### config.mk
export PLATFORM = sky130hd
export DESIGN_NAME = serial_frame_deframer_crc16
export DESIGN_NICKNAME = d
export VERILOG_FILES = /design/src/sv/sfd_pkg.sv /design/src/sv/serial_frame_deframer_crc16.sv /design/src/sv/sfd_parser.sv /design/src/sv/sfd_skid.sv
export VERILOG_INCLUDE_DIRS = /design/src /design/src/sv
export SDC_FILE = /design/constraint.sdc
export NUM_CORES = 1
export LEC_CHECK = 0
export BUFFER_PORTS_ARGS = -buffer_cell sky130_fd_sc_hd__buf_2
export CORE_MARGIN = 5
export CORE_UTILIZATION = 45
export CTS_CLUSTER_SIZE = 10
export DETAILED_ROUTE_END_ITERATION = 12
export PLACE_DENSITY = 0.77
export SLEW_MARGIN = 20
export SYNTH_ARGS = -nofsm -noshare
export SYNTH_HDL_FRONTEND = slang
export SYNTH_SLANG_ARGS = --single-unit
### constraint.sdc
create_clock -name clk -period 4.3 [get_ports clk]
set_input_delay 0 -clock clk [delete_from_list [all_inputs] [get_ports clk]]
set_output_delay 0 -clock clk [all_outputs]
set_load 0.05 [all_outputs]
### src/sv/serial_frame_deframer_crc16_assert.svh
// Assertion macros used by the deframer RTL (sfd_skid).
// Depends on a clk and an active-low rst_n in the including module.
`ifndef SERIAL_FRAME_DEFRAMER_CRC16_ASSERT_SVH
`define SERIAL_FRAME_DEFRAMER_CRC16_ASSERT_SVH

// Check cons in the same cycle as ante.
`define SFD_ASSERT_NOW(label, ante, cons) \
    label: assert property (@(posedge clk) disable iff (!rst_n) (ante) |-> (cons)) \
        else $error("deframer check failed");

// Check cons in the cycle after ante.
`define SFD_ASSERT_NEXT(label, ante, cons) \
    label: assert property (@(posedge clk) disable iff (!rst_n) (ante) |=> (cons)) \
        else $error("deframer check failed");

`endif

### src/sv/sfd_pkg.sv
// Types, constants and the byte-wide CRC-16/CCITT-FALSE update for the deframer.
// No dependencies.
`default_nettype none

package sfd_pkg;

    localparam logic [7:0]  MAX_FRAME   = 8'd128;
    localparam logic [8:0]  FRAME_OVHD  = 9'd5;
    localparam logic [15:0] CRC_POLY    = 16'h1021;
    localparam logic [15:0] CRC_INIT    = 16'hFFFF;
    localparam logic [7:0]  START_RESET = 8'hB2;

    localparam logic       KIND_PAYLOAD = 1'b0;
    localparam logic       KIND_VERDICT = 1'b1;

    localparam logic [1:0] VERDICT_OK      = 2'd0;
    localparam logic [1:0] VERDICT_CRC_BAD = 2'd1;
    localparam logic [1:0] VERDICT_TOO_LONG = 2'd2;

    typedef enum logic [1:0] {
        PH_HUNT = 2'd0,
        PH_HEAD = 2'd1,
        PH_DATA = 2'd2,
        PH_CRC  = 2'd3
    } phase_t;

    typedef struct packed {
        logic       kind;
        logic [7:0] payload;
        logic [7:0] id;
        logic [7:0] length;
        logic [1:0] verdict;
    } res_t;

    function automatic logic [15:0] sfd_crc_byte(input logic [15:0] crc, input logic [7:0] b);
        logic [15:0] c;
        c = crc ^ {b, 8'h00};
        for (int k = 0; k < 8; k++)
        begin
            c = c[15] ? ({c[14:0], 1'b0} ^ CRC_POLY) : {c[14:0], 1'b0};
        end
        return c;
    endfunction

endpackage

`default_nettype wire

### src/sv/serial_frame_deframer_crc16.sv
// Top level of the framed serial receiver with CRC-16/CCITT-FALSE check.
// Depends on sfd_pkg, sfd_parser and sfd_skid.
//
//   channel      dir  tdata / tuser fields (low bit up)
//   s_axis       in   tdata: rx_byte[7:0]
//   m_axis       out  tdata: payload_byte, frame_id, payload_length, verdict; tuser: result_kind
//   start_byte   in   write enable plus 8-bit write data, no read-back
//
// One word is taken per cycle while s_axis_tready is high; a result is registered in the output or skid stage.
// The parser state and CRC update in the cycle a word is accepted.
// A one-word skid stage keeps s_axis_tready high through a single stalled result.
// s_axis_tready drops only while the skid stage holds a word.
// Reset clears the phase to hunting and the start byte to 0xB2.
`default_nettype none

module serial_frame_deframer_crc16
    import sfd_pkg::*;
(
    input  wire logic        clk,
    input  wire logic        rst_n,
    input  wire logic        start_byte_we,
    input  wire logic [7:0]  start_byte_wdata,
    input  wire logic        s_axis_tvalid,
    output logic             s_axis_tready,
    input  wire logic [7:0]  s_axis_tdata,   // [7:0] rx_byte
    output logic             m_axis_tvalid,
    input  wire logic        m_axis_tready,
    output logic [31:0]      m_axis_tdata,   // [7:0] payload_byte, [15:8] frame_id,
                                             // [23:16] payload_length, [25:24] verdict
    output logic [0:0]       m_axis_tuser    // [0] result_kind
);

    logic accept;
    logic res_valid;
    res_t res;
    res_t out_res;

    assign accept = s_axis_tvalid && s_axis_tready;

    sfd_parser u_parser (
        .clk              (clk),
        .rst_n            (rst_n),
        .start_byte_we    (start_byte_we),
        .start_byte_wdata (start_byte_wdata),
        .in_valid         (accept),
        .in_byte          (s_axis_tdata),
        .res_valid        (res_valid),
        .res              (res)
    );

    sfd_skid u_skid (
        .clk       (clk),
        .rst_n     (rst_n),
        .push      (res_valid),
        .push_res  (res),
        .ready     (s_axis_tready),
        .out_valid (m_axis_tvalid),
        .out_ready (m_axis_tready),
        .out_res   (out_res)
    );

    assign m_axis_tdata = {6'd0, out_res.verdict, out_res.length, out_res.id, out_res.payload};
    assign m_axis_tuser = out_res.kind;

endmodule

`default_nettype wire

### src/sv/sfd_parser.sv
// Frame parser: phase machine, running CRC and start byte register.
// Depends on sfd_pkg.
`default_nettype none

module sfd_parser
    import sfd_pkg::*;
(
    input  wire logic       clk,
    input  wire logic       rst_n,
    input  wire logic       start_byte_we,
    input  wire logic [7:0] start_byte_wdata,
    input  wire logic       in_valid,
    input  wire logic [7:0] in_byte,
    output logic            res_valid,
    output res_t            res
);

    phase_t      phase_reg, phase_next;
    logic [7:0]  start_byte_reg;
    logic [7:0]  byte_index_reg, byte_index_next;
    logic [7:0]  current_id_reg, current_id_next;
    logic [7:0]  declared_length_reg, declared_length_next;
    logic [15:0] running_crc_reg, running_crc_next;
    logic [7:0]  received_crc_high_reg, received_crc_high_next;
    logic [15:0] crc_step;
    logic [7:0]  index_inc;

    assign crc_step  = sfd_crc_byte(running_crc_reg, in_byte);
    assign index_inc = byte_index_reg + 8'd1;

    always_ff @(posedge clk or negedge rst_n)
    begin
        if (!rst_n)
        begin
            phase_reg             <= PH_HUNT;
            start_byte_reg        <= START_RESET;
            byte_index_reg        <= '0;
            current_id_reg        <= '0;
            declared_length_reg   <= '0;
            running_crc_reg       <= CRC_INIT;
            received_crc_high_reg <= '0;
        end
        else
        begin
            phase_reg             <= phase_next;
            byte_index_reg        <= byte_index_next;
            current_id_reg        <= current_id_next;
            declared_length_reg   <= declared_length_next;
            running_crc_reg       <= running_crc_next;
            received_crc_high_reg <= received_crc_high_next;
            if (start_byte_we)
            begin
                start_byte_reg <= start_byte_wdata;
            end
        end
    end

    always_comb
    begin
        phase_next             = phase_reg;
        byte_index_next        = byte_index_reg;
        current_id_next        = current_id_reg;
        declared_length_next   = declared_length_reg;
        running_crc_next       = running_crc_reg;
        received_crc_high_next = received_crc_high_reg;
        res_valid              = 1'b0;
        res.kind               = KIND_PAYLOAD;
        res.payload            = '0;
        res.id                 = current_id_reg;
        res.length             = declared_length_reg;
        res.verdict            = VERDICT_OK;
        if (in_valid)
        begin
            case (phase_reg)
                PH_HUNT:
                begin
                    if (in_byte == start_byte_reg)
                    begin
                        phase_next       = PH_HEAD;
                        byte_index_next  = '0;
                        running_crc_next = CRC_INIT;
                    end
                end
                PH_HEAD:
                begin
                    running_crc_next = crc_step;
                    if (byte_index_reg == 8'd0)
                    begin
                        current_id_next = in_byte;
                        byte_index_next = 8'd1;
                    end
                    else
                    begin
                        declared_length_next = in_byte;
                        byte_index_next      = '0;
                        res.length           = in_byte;
                        if (({1'b0, in_byte} + FRAME_OVHD) > {1'b0, MAX_FRAME})
                        begin
                            res_valid        = 1'b1;
                            res.kind         = KIND_VERDICT;
                            res.verdict      = VERDICT_TOO_LONG;
                            phase_next       = PH_HUNT;
                            running_crc_next = CRC_INIT;
                        end
                        else
                        begin
                            phase_next = (in_byte == 8'd0) ? PH_CRC : PH_DATA;
                        end
                    end
                end
                PH_DATA:
                begin
                    running_crc_next = crc_step;
                    byte_index_next  = index_inc;
                    res_valid        = 1'b1;
                    res.payload      = in_byte;
                    if (index_inc >= declared_length_reg)
                    begin
                        phase_next      = PH_CRC;
                        byte_index_next = '0;
                    end
                end
                PH_CRC:
                begin
                    if (byte_index_reg == 8'd0)
                    begin
                        received_crc_high_next = in_byte;
                        byte_index_next        = 8'd1;
                    end
                    else
                    begin
                        res_valid        = 1'b1;
                        res.kind         = KIND_VERDICT;
                        res.verdict      = ({received_crc_high_reg, in_byte} == running_crc_reg)
                                           ? VERDICT_OK : VERDICT_CRC_BAD;
                        phase_next       = PH_HUNT;
                        byte_index_next  = '0;
                        running_crc_next = CRC_INIT;
                    end
                end
                default:
                begin
                    phase_next = PH_HUNT;
                end
            endcase
        end
    end

endmodule

`default_nettype wire

### src/sv/sfd_skid.sv
// Output register with one skid stage between the parser and the result stream.
// Depends on sfd_pkg and serial_frame_deframer_crc16_assert.svh.
`default_nettype none

module sfd_skid
    import sfd_pkg::*;
(
    input  wire logic clk,
    input  wire logic rst_n,
    input  wire logic push,
    input  wire res_t push_res,
    output logic      ready,
    output logic      out_valid,
    input  wire logic out_ready,
    output res_t      out_res
);

    `include "serial_frame_deframer_crc16_assert.svh"

    logic out_valid_reg, out_valid_next;
    logic skid_valid_reg, skid_valid_next;
    res_t out_res_reg, out_res_next;
    res_t skid_res_reg, skid_res_next;
    logic out_free;

    assign out_free  = !out_valid_reg || out_ready;
    assign ready     = !skid_valid_reg;
    assign out_valid = out_valid_reg;
    assign out_res   = out_res_reg;

    always_comb
    begin
        out_valid_next  = out_valid_reg;
        skid_valid_next = skid_valid_reg;
        out_res_next    = out_res_reg;
        skid_res_next   = skid_res_reg;
        if (out_free)
        begin
            out_valid_next  = skid_valid_reg || push;
            out_res_next    = skid_valid_reg ? skid_res_reg : push_res;
            skid_valid_next = 1'b0;
        end
        else if (push)
        begin
            skid_valid_next = 1'b1;
            skid_res_next   = push_res;
        end
    end

    always_ff @(posedge clk or negedge rst_n)
    begin
        if (!rst_n)
        begin
            out_valid_reg  <= 1'b0;
            skid_valid_reg <= 1'b0;
        end
        else
        begin
            out_valid_reg  <= out_valid_next;
            skid_valid_reg <= skid_valid_next;
        end
    end

    always_ff @(posedge clk)
    begin
        out_res_reg  <= out_res_next;
        skid_res_reg <= skid_res_next;
    end

    `SFD_ASSERT_NOW(a_skid_behind_out, skid_valid_reg, out_valid_reg)
    `SFD_ASSERT_NEXT(a_push_lands, push && out_free, out_valid_reg && !skid_valid_reg)
    `SFD_ASSERT_NEXT(a_skid_holds, skid_valid_reg && !out_ready,
                     skid_valid_reg && $stable(skid_res_reg))

endmodule

`default_nettype wire
# Word level (Yosys, flattened, before mapping)
# Cells that the tools add are included.
[classes]
addsub = 2
n_lt_le_gt_ge = 2
eq_ne = 9
mux = 42
bitwise = 11
reduce_logical = 17
[ops]
columns = ["op", "n"]
rows = [
  ["13-bit two-way mux", 8],
  ["16-bit two-way mux", 4],
  ["16-bit case mux with 4 select lines", 1],
  ["8-bit two-way mux", 4],
  ["27-bit two-way mux", 1],
  ["3-bit inverter", 8],
  ["8-bit case mux with 3 select lines", 1],
  ["10-bit two-way mux", 2],
  ["16-bit equality test", 1],
  ["8-bit zero test", 2],
  ["16-bit XOR", 1],
  ["2-bit two-way mux", 7],
  ["3-bit AND reduction", 4],
  ["8-bit by 3-bit adder with 9-bit output, second input constant", 1],
  ["9-bit by 8-bit greater-than comparator with 1-bit output, second input constant", 1],
  ["1-bit two-way mux", 9],
  ["9-bit two-way mux", 1],
  ["8-bit by 1-bit adder with 8-bit output, second input constant", 1],
  ["8-bit equality test", 1],
  ["8-bit >= comparator", 1],
  ["2-bit case mux with 4 select lines", 1],
  ["5-bit AND reduction", 1],
  ["2-bit equality test, second input constant", 2],
  ["2-bit by 1-bit inequality test with 1-bit output, second input constant", 2],
  ["other kinds (13)", 18],
]
[totals]
ff_bits = 114
wordCells = 102

# Logic depth before layout (Yosys ltp)
[depth]
depth_word = 20
ltp_mapped = 10
depth_no_buf = 10

# By module
# From an unflattened synthesis, not the netlist that was laid out.
[unflattened]
hier_cells = 422
area_unflattened_um2 = 5806.8
[modules_own_cells]
columns = ["module", "instances", "cells_each", "area_each_um2", "seq_area_each_um2"]
rows = [
  ["sfd_parser", 1, 321, 3689.8, 1476.4],
  ["sfd_skid", 1, 93, 2062.0, 1671.6],
  ["serial_frame_deframer_crc16", 1, 8, 55.1, 0.0],
]

# Worst setup path after synthesis
# OpenSTA, ideal clock, no wires.
[synth_path]
path_type = "register to register"
start = "reg u_skid.out_valid_reg, in the netlist u_skid.out_valid"
end = "reg u_skid.skid_res_reg[0] in the netlist's numbering, enable pin"
setup_time_ns = 0.479
arrival_time_ns = 4.131
path_slack_ns = -0.311
stages_incl_launch_ff = 3
path_buffers = 0
period_less_slack_ns = 4.611
path_cell_list = "dfrtp_1 nand2b_1 nor4_1"
[synth_between]
elab_chain_cells = 4
[synth_lines]
columns = ["element", "line_no", "text"]
rows = [
  ["start: declaration", "sfd_skid.sv:20", "logic out_valid_reg, out_valid_next;"],
  ["start signal: assignment", "sfd_skid.sv:59", "out_valid_reg <= out_valid_next;"],
  ["1-bit zero test", "sfd_skid.sv:26", "assign out_free = !out_valid_reg || out_ready;"],
  ["1-bit logical OR", "sfd_skid.sv:26", ""],
  ["net u_skid.out_free", "sfd_skid.sv:24", "logic out_free;"],
  ["1-bit inverter (no source line)", "-", ""],
  ["2-bit AND reduction (no source line)", "-", ""],
  ["end signal: assignment", "sfd_skid.sv:67", "skid_res_reg <= skid_res_next;"],
  ["end: declaration", "sfd_skid.sv:23", "res_t skid_res_reg, skid_res_next;"],
]
# The timed path passes the listed nets, and every way through them passes these cells.
# A chain may end at the register's enable or synchronous reset.

# Worst setup path after layout
[layout_path]
start = "reg u_parser.byte_index_reg[0]"
end = "reg u_parser.phase_reg[0]"
[layout_between]
elab_chain_cells = 4
elab_cells_between_ends = 7
cone_classes = "1 x add/sub; 1 x order compare; 3 x eq/ne; 2 x reduce/logical"
[layout_lines]
columns = ["element", "line_no", "text"]
rows = [
  ["start: declaration", "sfd_parser.sv:20", "logic [7:0] byte_index_reg, byte_index_next;"],
  ["start signal: assignment", "sfd_parser.sv:46", "byte_index_reg <= byte_index_next;"],
  ["8-bit by 1-bit adder with 8-bit output", "sfd_parser.sv:29", "assign index_inc = byte_index_reg + 8'd1;"],
  ["8-bit >= comparator", "sfd_parser.sv:117", "if (index_inc >= declared_length_reg)"],
  ["2-bit by 1-bit inequality test with 1-bit output (no source line)", "-", ""],
  ["5-bit AND reduction (no source line) *", "-", ""],
  ["end signal: assignment", "sfd_parser.sv:45", "phase_reg <= phase_next;"],
  ["end: declaration", "sfd_parser.sv:18", "phase_t phase_reg, phase_next;"],
]
# Mark *: on every way between the ends. The rest lies on a longest branch, timed or not.

==> results.sh <==
export IMPL_max_freq_ghz=0.333
export IMPL_synth_top_cells_by_area="edfxtp_1, dfrtp_1, mux2_2, dfstp_2, xnor2_1"
export IMPL_hold_viol=0
export IMPL_port_buffers=49
export IMPL_powerDensity_mw_per_mm2=772
export IMPL_grt_pass1_wl_um=19500
export IMPL_power_internal_mw=3.29
export IMPL_layout_nets=537
export IMPL_yosysTopAreaCell="edfxtp_1"
export IMPL_synth_distinct_cells=50
export IMPL_yosysMostFrequentCell="mux2_2"
export IMPL_rsz0062_at_grt="no"
export IMPL_synth_seq_area_share_pct=55.3
export IMPL_synth_edff_count=54
export IMPL_die_y_um=122
export IMPL_vias=3642
export IMPL_grt_max_degree=61
export IMPL_worst_setup_path_end_kind="flop"
export IMPL_p_seq_share_pct=34.4
export IMPL_drc_errors=0
export IMPL_dieWidth_um=122
export IMPL_first_pass_iters=4
export IMPL_path_clk_slew_ns=0.06
export IMPL_irDropWorstVdd_uv=369
export IMPL_post_cts_repair_setup_buffers=0
export IMPL_tns_ns=0
export IMPL_pwr_share_comb_pct=38.9
export IMPL_syn_avg_cell_area_um2=13.2
export IMPL_period_minus_slack_ns=3.00
export IMPL_placedCellCount=636
export IMPL_cp_arrival_ns=3.29
export IMPL_slew_headroom_pct=44.2
export IMPL_io_pin_count=56
export IMPL_core_area_mm2=0.0125
export IMPL_clock_sinks=114
export IMPL_cp_start_kind="flop"
export IMPL_worstRegToRegCells=10
export IMPL_gp_congestion=0.866
export IMPL_final_cells=686
export IMPL_ctsRootBufferMaster="clkbuf_16"
export IMPL_yosys_most_used_dff="edfxtp_1"
export IMPL_drt_wl_total_um=11800
export IMPL_cts_max_level=4
export IMPL_drv_slew=0
export IMPL_path_class="flop to flop"
export IMPL_finClkSkew_ns=0.00607
export IMPL_synth_top_area_share_pct=28.5
export IMPL_worst_pin_slew_ns=0.837
export IMPL_async_flop_share_pct=52.6
export IMPL_p_leak_nw=2.95
export IMPL_tritoncts="done"
export IMPL_timing_max_cap_violations=0
export IMPL_ys_ff_latch=114
export IMPL_overflow=0
export IMPL_hold_class="primary input to flop"
export IMPL_swShare_pct=37.5
export IMPL_insertedDiodeCount=0
export IMPL_antenna_found_initial=0
export IMPL_setup_viol=0
export IMPL_syn_cell_area_mm2=0.00569
export IMPL_post_route_util_pct=54.5
export IMPL_grt_pass1_vias=3799
export IMPL_drive_gt1_share_pct=36.6
export IMPL_timing_final_crit_share_pct=69.7
export IMPL_whs_path_depth=2
export IMPL_dieArea_mm2=0.0150
export IMPL_ant_nets=0
export IMPL_fp_row_count=41
export IMPL_post_drt_wl_per_cell_um=17.2
export IMPL_ys_warn_count=0
export IMPL_drt_iter0_drc=234
export IMPL_grt_usage_pct=16.8
export IMPL_area_delta_synth_final_pct=19.9
export IMPL_vias_per_cell=5.31
export IMPL_dp_hpwl_um=7550
export IMPL_start_util_pct=45.5
export IMPL_clock_latency_ns=0.41
export IMPL_numCtsBuffers=17
export IMPL_clockPowerShare_pct=26.7
export IMPL_clockBufferDepth=2
export IMPL_netlist_top_cells_count="mux2_2, edfxtp_1, xnor2_1"
export IMPL_syn_inst=432
export IMPL_outcome="completed"
export IMPL_cp_required_ns=4.59
export IMPL_switching_power_mw=1.98
export IMPL_path_max_fanout=6
## layout by cell type (no fill, tap or decap), drive strengths merged, types with 4 or more instances in the layout
cell type,synthesis,routed
mux2,74,74
edfxtp,54,54
buf,20,53
xnor2,43,43
dfrtp,40,40
nand2,23,23
dfstp,20,20
inv,14,19
dlygate4sd3,0,18
clkbuf,6,17
ha,15,15
o21ai,14,14
a21o,12,12
and3,12,12
xor2,11,11
nor2,10,10
nand3,8,8
nand4,7,7
conb,1,6
a21oi,5,5
nor4,5,5
a31o,4,4
clkinvlp,0,4
clkinv,0,4
## worst max-delay path, stage by stage (launching register included)
cell     delay [ns]
dfrtp_1        0.43
and3_1         0.22
and3_1         0.19
and3_1         0.18
xor2_1         0.15
ha_1           0.30
and4_1         0.19
o21ai_0        0.12
o211a_1        0.28
or4_1          0.49
mux2_1         0.32
## per-stage QoR
stage          hold slack (ns)  area (µm²)  worst slack [ns]  power [mW]
6_report                0.0569        6820              1.30        5.27
4_1_cts                 0.0398        6820              1.32        5.29
3_3_place_gp             0.201        6040              1.44        3.77
5_1_grt                 0.0548        6820              1.20        5.55
2_1_floorplan           -0.296        5720             0.814        3.43
3_5_place_dp             0.208        6040              1.34        3.83
## cell type report
cell class | count | area (µm²)
fillers | 1024 | 5690
flip-flops and latches | 114 | 3150
multi-input cells | 283 | 2350
repair buffers | 71 | 455
clock buffers | 17 | 425
well taps | 172 | 215
clock inverters | 15 | 176
inverters | 14 | 52.6
## what timing repair did
action                    4_1_cts  5_1_grt
gates resized for setup         0        0
hold endpoints to repair       50        0
hold buffers                   18        0
## worst paths after layout
check	startpoint	to	slack [ns]
min in group asynchronous	rst_n	u_parser.declared_length_reg[5]	0.27
setup reg to reg	u_parser.byte_index_reg[0]	u_parser.phase_reg[0]	1.30
max in group asynchronous	rst_n	u_parser.current_id_reg[4]	3.51
hold / removal	s_axis_tdata[0]	u_parser.current_id_reg[0]	0.06
hold reg to reg	u_parser.current_id_reg[4]	u_skid.skid_res_reg[14]	0.47
setup / recovery	u_parser.byte_index_reg[0]	u_parser.phase_reg[0]	1.30
## kinds of logic after synthesis
family	after synthesis	synth area share [%]
DFF	114	55.3
and+or+nand+nor	79	7.39
muxes	74	14.6
AOI/OAI and AO/OA	55	6.99
xor gates and xnor gates	54	8.31
buffers and inverters	40	4.00
adders and majority gates	15	3.30
other	1	0.0659
## metal layers
layer | part of all wire, % | global-route usage [%]
met1 | 44 | 21.2
met2 | 49 | 28.2
met3 | 4.8 | 3.69
met4 | 2.1 | 7.00
met5 | 0 | 0
## power groups by stage
stage	logic, mW	clock network, mW	registers [mW]
CTS	2.05	1.42	1.81
global placement	1.96	0	1.81
detailed placement	2.00	0	1.83
finish	2.05	1.41	1.81
global route	2.22	1.48	1.85
floorplan	1.24	0	2.19
(Power assumes the default switching activity.)
